==> src/hdl/gtig_pkg.sv <==
// Package of the grid triangle index generator: shared widths, register indexes
// and the structs that pass configuration, walk state and results between modules.
// No dependencies.
package gtig_pkg;

	localparam int DIM_W     = 11;
	localparam int OFS_W     = 20;
	localparam int IDX_W     = 32;
	localparam int CFG_IDX_W = 3;
	localparam int CFG_DAT_W = 32;

	typedef enum logic [CFG_IDX_W-1:0] {
		CFG_GRID_ROWS       = 3'd0,
		CFG_GRID_COLS       = 3'd1,
		CFG_WRAP_HORIZONTAL = 3'd2,
		CFG_WRAP_VERTICAL   = 3'd3,
		CFG_BASE_INDEX      = 3'd4
	} cfg_idx_t;

	typedef struct packed {
		logic [DIM_W-1:0] grid_rows;
		logic [DIM_W-1:0] grid_cols;
		logic             wrap_horizontal;
		logic             wrap_vertical;
		logic [IDX_W-1:0] base_index;
	} cfg_t;

	typedef struct packed {
		logic [DIM_W-1:0] row_pos;
		logic [DIM_W-1:0] col_pos;
		logic [OFS_W-1:0] row_offset;
		logic             second_half;
		logic             sequence_done;
	} walk_t;

	typedef struct packed {
		logic [IDX_W-1:0] corner_a;
		logic [IDX_W-1:0] corner_b;
		logic [IDX_W-1:0] corner_c;
		logic             is_last;
		logic             finished;
	} tri_t;

endpackage

==> src/hdl/gtig_tri.sv <==
// Triangle step logic: from the walk state and configuration, forms one triangle
// and the next walk state. Purely combinational. Depends on gtig_pkg.
module gtig_tri #(
	parameter int MAX_DIM = 1024
) (
	input  gtig_pkg::cfg_t  cfg,
	input  gtig_pkg::walk_t walk,
	input  logic            restart,
	output gtig_pkg::tri_t  result,
	output gtig_pkg::walk_t walk_nxt
);

	// Saturation limit, clipped to what an 11-bit register can hold anyway.
	localparam int SAT_INT = (MAX_DIM > (2 ** gtig_pkg::DIM_W) - 1) ?
		(2 ** gtig_pkg::DIM_W) - 1 : MAX_DIM;
	localparam logic [gtig_pkg::DIM_W-1:0] SAT_DIM = gtig_pkg::DIM_W'(SAT_INT);

	gtig_pkg::walk_t              st;
	logic [gtig_pkg::DIM_W-1:0]   rows;
	logic [gtig_pkg::DIM_W-1:0]   cols;
	logic [gtig_pkg::DIM_W:0]     cell_rows;
	logic [gtig_pkg::DIM_W:0]     cell_cols;
	logic [gtig_pkg::DIM_W:0]     row_inc;
	logic [gtig_pkg::DIM_W:0]     col_inc;
	logic [gtig_pkg::OFS_W-1:0]   ofs_down;
	logic [gtig_pkg::OFS_W-1:0]   next_row;
	logic [gtig_pkg::DIM_W-1:0]   next_col;
	logic [gtig_pkg::IDX_W-1:0]   cur_idx;
	logic [gtig_pkg::IDX_W-1:0]   right_idx;
	logic [gtig_pkg::IDX_W-1:0]   below_idx;
	logic [gtig_pkg::IDX_W-1:0]   rb_idx;
	logic                         empty;
	logic                         last;

	always_comb begin
		st = restart ? '0 : walk;

		rows = (cfg.grid_rows > SAT_DIM) ? SAT_DIM : cfg.grid_rows;
		cols = (cfg.grid_cols > SAT_DIM) ? SAT_DIM : cfg.grid_cols;

		cell_rows = (rows == '0) ? '0 :
			({1'b0, rows} - 12'd1 + {{gtig_pkg::DIM_W{1'b0}}, cfg.wrap_vertical});
		cell_cols = (cols == '0) ? '0 :
			({1'b0, cols} - 12'd1 + {{gtig_pkg::DIM_W{1'b0}}, cfg.wrap_horizontal});

		row_inc = {1'b0, st.row_pos} + 12'd1;
		col_inc = {1'b0, st.col_pos} + 12'd1;

		empty = st.sequence_done || ({1'b0, st.row_pos} >= cell_rows) ||
			({1'b0, st.col_pos} >= cell_cols);

		ofs_down = st.row_offset + {{(gtig_pkg::OFS_W-gtig_pkg::DIM_W){1'b0}}, cols};
		next_row = (row_inc >= {1'b0, rows}) ? '0 : ofs_down;
		next_col = (col_inc >= {1'b0, cols}) ? '0 : col_inc[gtig_pkg::DIM_W-1:0];

		cur_idx   = cfg.base_index + 32'(st.row_offset) + 32'(st.col_pos);
		right_idx = cfg.base_index + 32'(st.row_offset) + 32'(next_col);
		below_idx = cfg.base_index + 32'(next_row) + 32'(st.col_pos);
		rb_idx    = cfg.base_index + 32'(next_row) + 32'(next_col);

		last = st.second_half && (row_inc == cell_rows) && (col_inc == cell_cols);

		result   = '0;
		walk_nxt = st;
		if (empty) begin
			result.finished        = 1'b1;
			walk_nxt.sequence_done = 1'b1;
		end else begin
			result.corner_a = st.second_half ? rb_idx : below_idx;
			result.corner_b = st.second_half ? right_idx : rb_idx;
			result.corner_c = cur_idx;
			result.is_last  = last;
			if (!st.second_half) begin
				walk_nxt.second_half = 1'b1;
			end else if (last) begin
				walk_nxt.second_half   = 1'b0;
				walk_nxt.sequence_done = 1'b1;
			end else begin
				walk_nxt.second_half = 1'b0;
				if (col_inc < cell_cols) begin
					walk_nxt.col_pos = col_inc[gtig_pkg::DIM_W-1:0];
				end else begin
					walk_nxt.col_pos    = '0;
					walk_nxt.row_pos    = row_inc[gtig_pkg::DIM_W-1:0];
					walk_nxt.row_offset = ofs_down;
				end
			end
		end
	end

endmodule

==> src/hdl/grid_triangle_index_generator.sv <==
// Grid triangle index generator, top level: stream ports, configuration registers,
// input and result registers around the step logic. Depends on gtig_pkg, gtig_tri.
// A request beat is registered; its triangle enters the result register once that
// register is empty or being drained. Throughput: one triangle per cycle while
// requests arrive and m_tready is high. Reset (arst_n, asynchronous, active low)
// restores the register defaults and rewinds the walk to the grid's first triangle.
module grid_triangle_index_generator #(
	parameter int MAX_DIM = 1024
) (
	input  logic        clk,
	input  logic        arst_n,
	// Request stream. s_tdata: bit 0 restart, bits 7:1 zero.
	input  logic        s_tvalid,
	output logic        s_tready,
	input  logic [7:0]  s_tdata,
	// Triangle stream. m_tdata: corner_a [31:0], corner_b [63:32], corner_c [95:64].
	// m_tlast is is_last; m_tuser: bit 0 finished.
	output logic        m_tvalid,
	input  logic        m_tready,
	output logic [95:0] m_tdata,
	output logic        m_tlast,
	output logic [0:0]  m_tuser,
	// Configuration write channel.
	input  logic                              cfg_valid,
	output logic                              cfg_ready,
	input  logic [gtig_pkg::CFG_IDX_W-1:0]    cfg_index,
	input  logic [gtig_pkg::CFG_DAT_W-1:0]    cfg_data
);

	gtig_pkg::cfg_t  cfg_q;
	gtig_pkg::walk_t walk_q;
	gtig_pkg::walk_t walk_nxt;
	gtig_pkg::tri_t  tri_res;
	gtig_pkg::tri_t  res_s2;

	logic valid_s1;
	logic restart_s1;
	logic valid_s2;
	logic advance;

	// Configuration is always taken; writes to unlisted indexes are dropped.
	assign cfg_ready = 1'b1;

	always_ff @(posedge clk or negedge arst_n) begin
		if (!arst_n) begin
			cfg_q.grid_rows       <= gtig_pkg::DIM_W'(2);
			cfg_q.grid_cols       <= gtig_pkg::DIM_W'(2);
			cfg_q.wrap_horizontal <= 1'b0;
			cfg_q.wrap_vertical   <= 1'b0;
			cfg_q.base_index      <= '0;
		end else if (cfg_valid) begin
			case (gtig_pkg::cfg_idx_t'(cfg_index))
				gtig_pkg::CFG_GRID_ROWS: begin
					cfg_q.grid_rows <= cfg_data[gtig_pkg::DIM_W-1:0];
				end
				gtig_pkg::CFG_GRID_COLS: begin
					cfg_q.grid_cols <= cfg_data[gtig_pkg::DIM_W-1:0];
				end
				gtig_pkg::CFG_WRAP_HORIZONTAL: begin
					cfg_q.wrap_horizontal <= cfg_data[0];
				end
				gtig_pkg::CFG_WRAP_VERTICAL: begin
					cfg_q.wrap_vertical <= cfg_data[0];
				end
				gtig_pkg::CFG_BASE_INDEX: begin
					cfg_q.base_index <= cfg_data;
				end
				default: begin
				end
			endcase
		end
	end

	// The registered request moves into the result register whenever that
	// register is empty or being drained; the walk state steps at that moment.
	assign advance  = valid_s1 && (!valid_s2 || m_tready);
	assign s_tready = !valid_s1 || advance;

	gtig_tri #(
		.MAX_DIM(MAX_DIM)
	) u_tri (
		.cfg     (cfg_q),
		.walk    (walk_q),
		.restart (restart_s1),
		.result  (tri_res),
		.walk_nxt(walk_nxt)
	);

	always_ff @(posedge clk or negedge arst_n) begin
		if (!arst_n) begin
			valid_s1 <= 1'b0;
			valid_s2 <= 1'b0;
			walk_q   <= '0;
		end else begin
			if (s_tready) begin
				valid_s1 <= s_tvalid;
			end
			if (advance) begin
				valid_s2 <= 1'b1;
				walk_q   <= walk_nxt;
			end else if (m_tready) begin
				valid_s2 <= 1'b0;
			end
		end
	end

	// Payload registers carry no reset.
	always_ff @(posedge clk) begin
		if (s_tready && s_tvalid) begin
			restart_s1 <= s_tdata[0];
		end
		if (advance) begin
			res_s2 <= tri_res;
		end
	end

	assign m_tvalid   = valid_s2;
	assign m_tdata    = {res_s2.corner_c, res_s2.corner_b, res_s2.corner_a};
	assign m_tlast    = res_s2.is_last;
	assign m_tuser[0] = res_s2.finished;

	// A finished beat carries zero corners and never marks the last triangle.
	a_finished_zero: assert property (@(posedge clk) disable iff (!arst_n)
		m_tvalid && m_tuser[0] |-> (m_tdata == '0) && !m_tlast)
		else $error("finished beat with nonzero corners or last flag");

	// A first-half triangle sets the walk state to the second half of its cell.
	a_half_toggle: assert property (@(posedge clk) disable iff (!arst_n)
		advance && !tri_res.finished && !walk_nxt.sequence_done && !tri_res.is_last &&
		!(restart_s1 ? 1'b0 : walk_q.second_half) |=> walk_q.second_half)
		else $error("second half of a cell not scheduled");

	// The last triangle of a grid ends the walk.
	a_last_ends: assert property (@(posedge clk) disable iff (!arst_n)
		advance && tri_res.is_last |=> walk_q.sequence_done)
		else $error("walk not ended after the last triangle");

endmodule

==> config.mk <==
export PLATFORM = sky130hd
export DESIGN_NAME = grid_triangle_index_generator
export DESIGN_NICKNAME = d
export VERILOG_FILES = /design/src/hdl/gtig_pkg.sv /design/src/hdl/gtig_tri.sv /design/src/hdl/grid_triangle_index_generator.sv
export SDC_FILE = /design/constraint.sdc
export NUM_CORES = 1
export LEC_CHECK = 0
export BUFFER_PORTS_ARGS = -buffer_cell sky130_fd_sc_hd__buf_2
export CAP_MARGIN = 20
export CORE_MARGIN = 2
export CORE_UTILIZATION = 30
export DETAILED_ROUTE_END_ITERATION = 12
export SLEW_MARGIN = 25
export SYNTH_ARGS = -nofsm -noshare
export SYNTH_HDL_FRONTEND = slang
export SYNTH_SLANG_ARGS = --single-unit
==> constraint.sdc <==
create_clock -name clk -period 21.7 [get_ports clk]
set_input_delay 0 -clock clk [delete_from_list [all_inputs] [get_ports clk]]
set_output_delay 0 -clock clk [all_outputs]
set_load 0.02 [all_outputs]
== Word level (Yosys, flattened, before mapping) ==
Index checks and enable logic that the tools add are counted.
Operators by class
  mux-type cells: 22
  add/subtract/negate cells: 13
  reduce and logical (&&, ||, !) cells: 19
  $lt $le $gt $ge: 7
  equal/unequal tests: 6
Operators with widths (number)
  $add A32 B11 Y32: 4
  $mux W42: 2
  $add A32 B20 Y32: 2
  $mux W32: 2
  $mux W11: 5
  $mux W44: 1
  $mux W43: 1
  $mux W20: 2
  $add A11 B1 Y12 const B: 2
  $add A12 B1 Y12: 2
  $eq A12 B12 Y1: 2
  $ge A11 B12 Y1: 2
  $ge A12 B11 Y1: 2
  $mux W12: 2
  $sub A11 B1 Y12 const B: 2
  $gt A11 B11 Y1 const B: 2
  $logic_not A11 Y1: 2
  $add A20 B11 Y20: 1
  $lt A12 B12 Y1: 1
  $reduce_and A2 Y1: 5
  $mux W1: 7
  $eq A3 B2 Y1 const B: 2
  $logic_and A1 B1 Y1: 4
  $logic_or A1 B1 Y1: 4
  other kinds (5): 6
Word-level totals
  input port bits: 48
  word-level logic and storage cells: 85
  output and inout port bits: 101
  register bits after elaboration: 201

== Depth between registers and ports, before layout ==
  depth after elaboration: 11
  gate-level depth with buffers: 38
  gate-level depth less buffers: 32

== Cells and area by module ==
A second synthesis with hierarchy kept.
Unflattened totals
  cells, all modules: 2081
  area total of the unflattened synthesis: 18433.9 µm²
By module, submodules not included
  gtig_tri: times used 1, cells each 1756, area an instance 11611.1 µm², seq. area each 0.0 µm²
  grid_triangle_index_generator: times used 1, cells each 325, area an instance 6822.8 µm², seq. area each 5527.8 µm²

== Least setup slack after synthesis ==
Ideal clock, no wire load.
  path type: reg-to-reg
  from: reg restart_s1
  to: reg res_s2 (netlist bit m_tdata[28]), data pin
  path slack: 14.210 ns
  period minus slack after synthesis: 7.490 ns
  arrival: 7.220 ns
  stages on the path, launching flop included: 35
  setup time: 0.270 ns
  required time: 21.430 ns
  path through: edfxtp_1 -> buf_6 -> clkbuf_1 -> clkbuf_1 -> buf_1 -> clkbuf_1 -> nor2b_1 -> ha_1 -> nand4b_1 -> nor4_1 -> xnor2_1 -> inv_1 -> ha_1 -> a21o_1 -> a21o_1 -> a21oi_1 -> o211ai_1 -> clkbuf_1 -> nor2_1 -> ha_1 -> a211oi_1 -> o211ai_1 -> a31o_2 -> a21oi_1 -> xnor2_1 -> ha_1 -> nand3_1 -> a211oi_1 -> o41ai_1 -> or4_1 -> or2_1 -> buf_2 -> nor4_1 -> or2_2 -> a21oi_1
On the way
  word-level cells in the longest chain between the ends: 7
  elaborated cells on any way between the ends: 16
Ends and longest elaborated chain
  start: declaration: RTL line grid_triangle_index_generator.sv:37  | logic restart_s1;
  start signal: assignment: RTL line grid_triangle_index_generator.sv:110  | restart_s1 <= s_tdata[0];
  $mux W44 *: RTL line gtig_tri.sv:36  | st = restart ? '0 : walk;
  $add A11 B1 Y12: RTL line gtig_tri.sv:46  | row_inc = {1'b0, st.row_pos} + 12'd1;
  $ge A12 B11 Y1: RTL line gtig_tri.sv:53  | next_row = (row_inc >= {1'b0, rows}) ? '0 : ofs_down;
  $mux W20: RTL line gtig_tri.sv:53
  $add A32 B20 Y32: RTL line gtig_tri.sv:58, gtig_tri.sv:59
  $add A32 B11 Y32, on equally long branches: RTL line gtig_tri.sv:58, gtig_tri.sv:59
  $mux W32: RTL line gtig_tri.sv:69  | result.corner_a = st.second_half ? rb_idx : below_idx;
  end signal: assignment: RTL line grid_triangle_index_generator.sv:113  | res_s2 <= tri_res;
  end: declaration: RTL line grid_triangle_index_generator.sv:34  | gtig_pkg::tri_t res_s2;
Mark *: on every way between the ends. The rest lies on a longest branch, timed or not.
A chain may end at the register's enable or synchronous reset.

== Worst setup path in the final report ==
  from: reg restart_s1
  to: reg res_s2 (netlist bit m_tdata[58]), data pin
On the way
  word-level cells in the longest chain between the ends: 7
  elaborated cells on any way between the ends: 17
Ends and longest elaborated chain
  $mux W44 *: RTL line gtig_tri.sv:36
  $add A11 B1 Y12: RTL line gtig_tri.sv:46
  $ge A12 B11 Y1: RTL line gtig_tri.sv:53
  $mux W20: RTL line gtig_tri.sv:53
  $add A32 B20 Y32: RTL line gtig_tri.sv:59  | rb_idx = cfg.base_index + 32'(next_row) + 32'(next_col);
  $add A32 B11 Y32: RTL line gtig_tri.sv:59
  $mux W32: RTL line gtig_tri.sv:70  | result.corner_b = st.second_half ? right_idx : rb_idx;
Marks and branches as above.

==> impl_metrics.prom <==
# TYPE chip_impl_metric gauge
chip_impl_metric{name="core.rowCount",unit=""} 91
chip_impl_metric{name="path_buf_inv",unit=""} 4
chip_impl_metric{name="sequential_cell_area",unit="sq um"} 5530
chip_impl_info{name="timing.critical_path.slowest_stage_cell",value="sky130_fd_sc_hd__or4_1"} 1
chip_impl_metric{name="vias",unit=""} 16600
chip_impl_metric{name="fin_tns_setup",unit="ns"} 0
chip_impl_metric{name="ant_nets",unit=""} 0
chip_impl_info{name="grt.busiest_layer",value="met2"} 1
chip_impl_metric{name="number_of_failing_hold_endpoints_at_the_final_stage",unit=""} 0
chip_impl_metric{name="cellPowerDensity",unit="nW/um^2"} 106
chip_impl_metric{name="timing.slew.headroom",unit="%"} 31.8
chip_impl_metric{name="grt_pass1_vias",unit=""} 16100
chip_impl_info{name="worst_setup_path_startpoint",value="restart_s1"} 1
chip_impl_metric{name="cts_made_buffers",unit=""} 26
chip_impl_metric{name="die-height",unit="microns"} 253
chip_impl_metric{name="port-buffer-count",unit=""} 140
chip_impl_info{name="run_status",value="finished clean"} 1
chip_impl_metric{name="grt_usage",unit="%"} 17.4
chip_impl_metric{name="globalplace.congestion",unit=""} 0.890
chip_impl_metric{name="insertion_delay",unit="ns"} 0.56
chip_impl_metric{name="yosysSeqAreaShare",unit="%"} 29.8
chip_impl_metric{name="area.growth.synth_to_final",unit="%"} 15.2
chip_impl_metric{name="grt_start_max_net_pins",unit=""} 78
chip_impl_metric{name="report.final.slew_viol_count",unit=""} 0
chip_impl_metric{name="design.die.area",unit="sq um"} 63900
chip_impl_metric{name="final_hold_slack",unit="ns"} 0.192
chip_impl_metric{name="synthesis.area_per_instance",unit="sq um"} 8.83
chip_impl_metric{name="total_leakage_power",unit="nW"} 8.95
chip_impl_metric{name="grt_antenna_before_repair",unit=""} 1
chip_impl_metric{name="cts_num_sinks",unit=""} 201
chip_impl_metric{name="multi_input_comb_area",unit="sq um"} 12300
chip_impl_metric{name="fp.dieW",unit="microns"} 253
chip_impl_metric{name="utilization",unit="%"} 34.8
chip_impl_info{name="r2r_start",value="restart_s1"} 1
chip_impl_info{name="critPathKind",value="register to register"} 1
chip_impl_metric{name="max_clock_freq",unit="MHz"} 122
chip_impl_metric{name="yosys.cell_types.count",unit=""} 119
chip_impl_metric{name="timing_worst_slew_pin_value",unit="ns"} 1.02
chip_impl_info{name="tritoncts",value="yes"} 1
chip_impl_metric{name="met1_usage",unit="%"} 24.0
chip_impl_info{name="netlist_top_cells_area",value="sky130_fd_sc_hd__edfxtp_1 (16%), sky130_fd_sc_hd__dfrtp_1 (13%), sky130_fd_sc_hd__ha_1 (11%), sky130_fd_sc_hd__xnor2_1 (4.9%), sky130_fd_sc_hd__nor2_1 (3.8%)"} 1
chip_impl_metric{name="ys_async_sr_fraction",unit="%"} 50.7
chip_impl_metric{name="total_power",unit="mW"} 2.26
chip_impl_metric{name="power.ir.vdd_worst",unit="mV"} 0.0529
chip_impl_info{name="hold_path_class",value="input pin to register"} 1
chip_impl_metric{name="fillCellCount",unit=""} 6314
chip_impl_metric{name="layout-drive-gt1-share",unit="%"} 15.0
chip_impl_info{name="crit_path_end_kind",value="register"} 1
chip_impl_metric{name="postSynthRegisterBits",unit=""} 201
chip_impl_metric{name="number_of_setup_buffers_added_after_cts",unit=""} 0
chip_impl_metric{name="max_cap_violations",unit=""} 0
chip_impl_metric{name="combPwrFrac",unit="%"} 53.2
chip_impl_metric{name="total_number_of_yosys_warnings",unit=""} 0
chip_impl_metric{name="grt.met2_usage",unit="%"} 29.3
chip_impl_metric{name="clock_skew",unit="ns"} 0.0148
chip_impl_metric{name="clock_power_share",unit="%"} 20.3
chip_impl_metric{name="grt_overflow",unit=""} 0
chip_impl_metric{name="number_of_violations_reported_at_the_end_of_detailed_routing_iteration_0",unit=""} 1311
chip_impl_metric{name="power_switching",unit="mW"} 1.01
chip_impl_info{name="crit_top_cell",value="sky130_fd_sc_hd__ha_1"} 1
chip_impl_metric{name="drt-vias-per-instance",unit=""} 5.45
chip_impl_metric{name="crit_path_max_fanout",unit=""} 24
chip_impl_metric{name="grt_pass1_wl",unit="mm"} 89.4
chip_impl_metric{name="drc",unit=""} 0
chip_impl_metric{name="internal_power",unit="mW"} 1.25
chip_impl_metric{name="minimum_clock_period",unit="ns"} 8.20
chip_impl_metric{name="synthCells",unit=""} 2102
chip_impl_metric{name="cp_data_arrival_time",unit="ns"} 8.48
chip_impl_metric{name="required",unit="ns"} 21.98
chip_impl_metric{name="synth_nets",unit=""} 2314
chip_impl_metric{name="io_pins",unit=""} 149
chip_impl_metric{name="finish.net_count",unit=""} 2449
chip_impl_metric{name="antenna_cells",unit=""} 0
chip_impl_metric{name="post_synth_instance_area",unit="sq um"} 18600
chip_impl_metric{name="floorplan.core_area",unit="sq um"} 61500
chip_impl_metric{name="swShare",unit="%"} 44.8
chip_impl_metric{name="wl_per_cell",unit="microns"} 18.7
chip_impl_metric{name="clockBufferDepth",unit=""} 3
chip_impl_metric{name="clk_pin_slew",unit="ns"} 0.06
chip_impl_info{name="worst_hold_startpoint",value="s_tdata[0]"} 1
chip_impl_metric{name="cpPeakStageDelay",unit="ns"} 0.68
chip_impl_metric{name="detailedPlacementHpwl",unit="mm"} 44.9
chip_impl_info{name="worst_setup_path_start_kind",value="register"} 1
chip_impl_metric{name="report.final.setup_viol",unit=""} 0
chip_impl_info{name="synthDominantAreaCellType",value="sky130_fd_sc_hd__edfxtp_1"} 1
chip_impl_info{name="dominantRegCellSynth",value="sky130_fd_sc_hd__dfrtp_1"} 1
chip_impl_metric{name="synth-edff-count",unit=""} 99
chip_impl_metric{name="period_share",unit="%"} 37.8
chip_impl_metric{name="effective_utilization_at_floorplan",unit="%"} 30.2
chip_impl_info{name="timing.critical_path.max_delay_family",value="simple AND/OR/NAND/NOR gates"} 1
chip_impl_metric{name="power.share.sequential",unit="%"} 26.5
chip_impl_info{name="ctsRootBufferMaster",value="sky130_fd_sc_hd__clkbuf_16"} 1
chip_impl_metric{name="cts_htree_levels",unit=""} 1
chip_impl_metric{name="route.final.wire_length",unit="mm"} 56.8
chip_impl_metric{name="gr-usage-met3",unit="%"} 1.68
chip_impl_metric{name="yosysTopAreaCellShare",unit="%"} 16.0
chip_impl_metric{name="first_pass_iteration_count_of_the_detailed_router",unit=""} 6
chip_impl_info{name="rsz_0062_raised_after_global_routing",value="false"} 1
-- placed cells by master, fill, tap and decap left out, drive strengths merged, types with 24 or more instances in the layout --
| cell type | instances |
|---|---|
| xor2 | 66 |
| clkbuf | 29 |
| dlygate4sd3 | 48 |
| nand2b | 41 |
| buf | 155 |
| xnor2 | 104 |
| dfrtp | 100 |
| nor4 | 41 |
| and3 | 28 |
| mux2 | 53 |
| ha | 157 |
| o21a | 24 |
| nand2 | 155 |
| edfxtp | 99 |
| nand4 | 33 |
| a21oi | 134 |
| a211oi | 42 |
| nor3 | 81 |
| nor2 | 190 |
| nor2b | 49 |
| inv | 83 |
| o21ai | 89 |
| nand3 | 57 |
| a21o | 58 |
-- final timing paths --
path	endpoint	slack, ns	depth (start not counted)
setup / recovery	m_tdata[58]	13.50	30
hold / removal	restart_s1	0.19	2
setup reg to reg	m_tdata[58]	13.50	30
hold reg to reg	walk_q[4]	0.47	1
max in group asynchronous	cfg_q[50]	20.45	4
min in group asynchronous	m_tvalid	0.51	4
-- flip-flops by register name, summed over array words and instances (netlist names) --
register,count
cfg_q,56
m_tdata,96
m_tlast,1
m_tuser,1
m_tvalid,1
restart_s1,1
valid_s1,1
walk_q,44
-- worst register-to-register path: cells and delay by family, from the launching register on --
family / cells / cell delay [ns]
simple gates: 9 / 2.83
compound gates: 10 / 2.16
fa+ha+maj: 4 / 1.24
buf+inv: 4 / 0.72
xor+xnor: 3 / 0.64
flops: 1 / 0.35
-- final cells by class --
class,count,share of cell area [%]
flip-flops and latches,201,25.9
repair buffers,203,6.14
inverters,79,1.40
well taps,790,4.62
clock inverters,18,0.942
clock buffers,29,3.34
multi-input cells,1726,57.7
-- cells by family (layout without fill, tap and decap cells) --
group,after synthesis,after routing,share of synthesized area (%)
mux,62,62,3.70
xor+xnor,170,170,8.06
other cells,1,1,0.0202
compound gates,529,529,20.1
flops,201,201,29.8
buf+inv,175,329,3.95
simple gates,800,800,23.1
fa+ha+maj,164,164,11.3
-- synthesized netlist by cell type (14+ instances only) --
| cell | n |
|---|---|
| sky130_fd_sc_hd__a211oi_1 | 35 |
| sky130_fd_sc_hd__a21o_1 | 58 |
| sky130_fd_sc_hd__a21oi_1 | 130 |
| sky130_fd_sc_hd__a22o_1 | 22 |
| sky130_fd_sc_hd__a31oi_1 | 16 |
| sky130_fd_sc_hd__and2_1 | 22 |
| sky130_fd_sc_hd__and3_1 | 28 |
| sky130_fd_sc_hd__buf_2 | 18 |
| sky130_fd_sc_hd__clkbuf_1 | 58 |
| sky130_fd_sc_hd__dfrtp_1 | 100 |
| sky130_fd_sc_hd__edfxtp_1 | 99 |
| sky130_fd_sc_hd__ha_1 | 157 |
| sky130_fd_sc_hd__inv_1 | 77 |
| sky130_fd_sc_hd__mux2_2 | 53 |
| sky130_fd_sc_hd__nand2_1 | 152 |
| sky130_fd_sc_hd__nand2b_1 | 41 |
| sky130_fd_sc_hd__nand3_1 | 57 |
| sky130_fd_sc_hd__nand4_1 | 31 |
| sky130_fd_sc_hd__nor2_1 | 189 |
| sky130_fd_sc_hd__nor2b_1 | 49 |
| sky130_fd_sc_hd__nor3_1 | 77 |
| sky130_fd_sc_hd__nor4_1 | 34 |
| sky130_fd_sc_hd__o211ai_1 | 21 |
| sky130_fd_sc_hd__o21a_1 | 24 |
| sky130_fd_sc_hd__o21ai_0 | 77 |
| sky130_fd_sc_hd__or2_2 | 14 |
| sky130_fd_sc_hd__or3_1 | 20 |
| sky130_fd_sc_hd__xnor2_1 | 104 |
| sky130_fd_sc_hd__xor2_1 | 65 |
-- per-stage QoR --
step | setup WS [ns] | instance area (sq um) | instances
after floorplan | 14.21 | 18600 | 2102
after global routing | 12.86 | 21400 | 3046
after global placement | 13.62 | 20000 | 2950
final | 13.50 | 21400 | 3046
after detailed placement | 13.58 | 20000 | 2950
after CTS | 13.53 | 21400 | 3046
-- what timing repair did --
item,in CTS,in global routing
hold buffers,49,0
resized for setup,0,0
hold endpoints to repair,86,0
-- power by group through the flow --
stage	logic, mW	registers, mW	clock network (mW)
floorplan	0.802	0.659	0
global placement	1.16	0.604	0
detailed placement	1.18	0.605	0
CTS	1.20	0.598	0.471
global route	1.33	0.610	0.486
finish	1.20	0.597	0.459
-- metal layers --
metal  up-vias  share of wire [%]
met5         -                  0
met4         0                2.0
met3        76                5.3
met2       481                 47
met1      7991                 46
li1       8061                  -
Note: power is estimated with default switching activity, not from simulation.
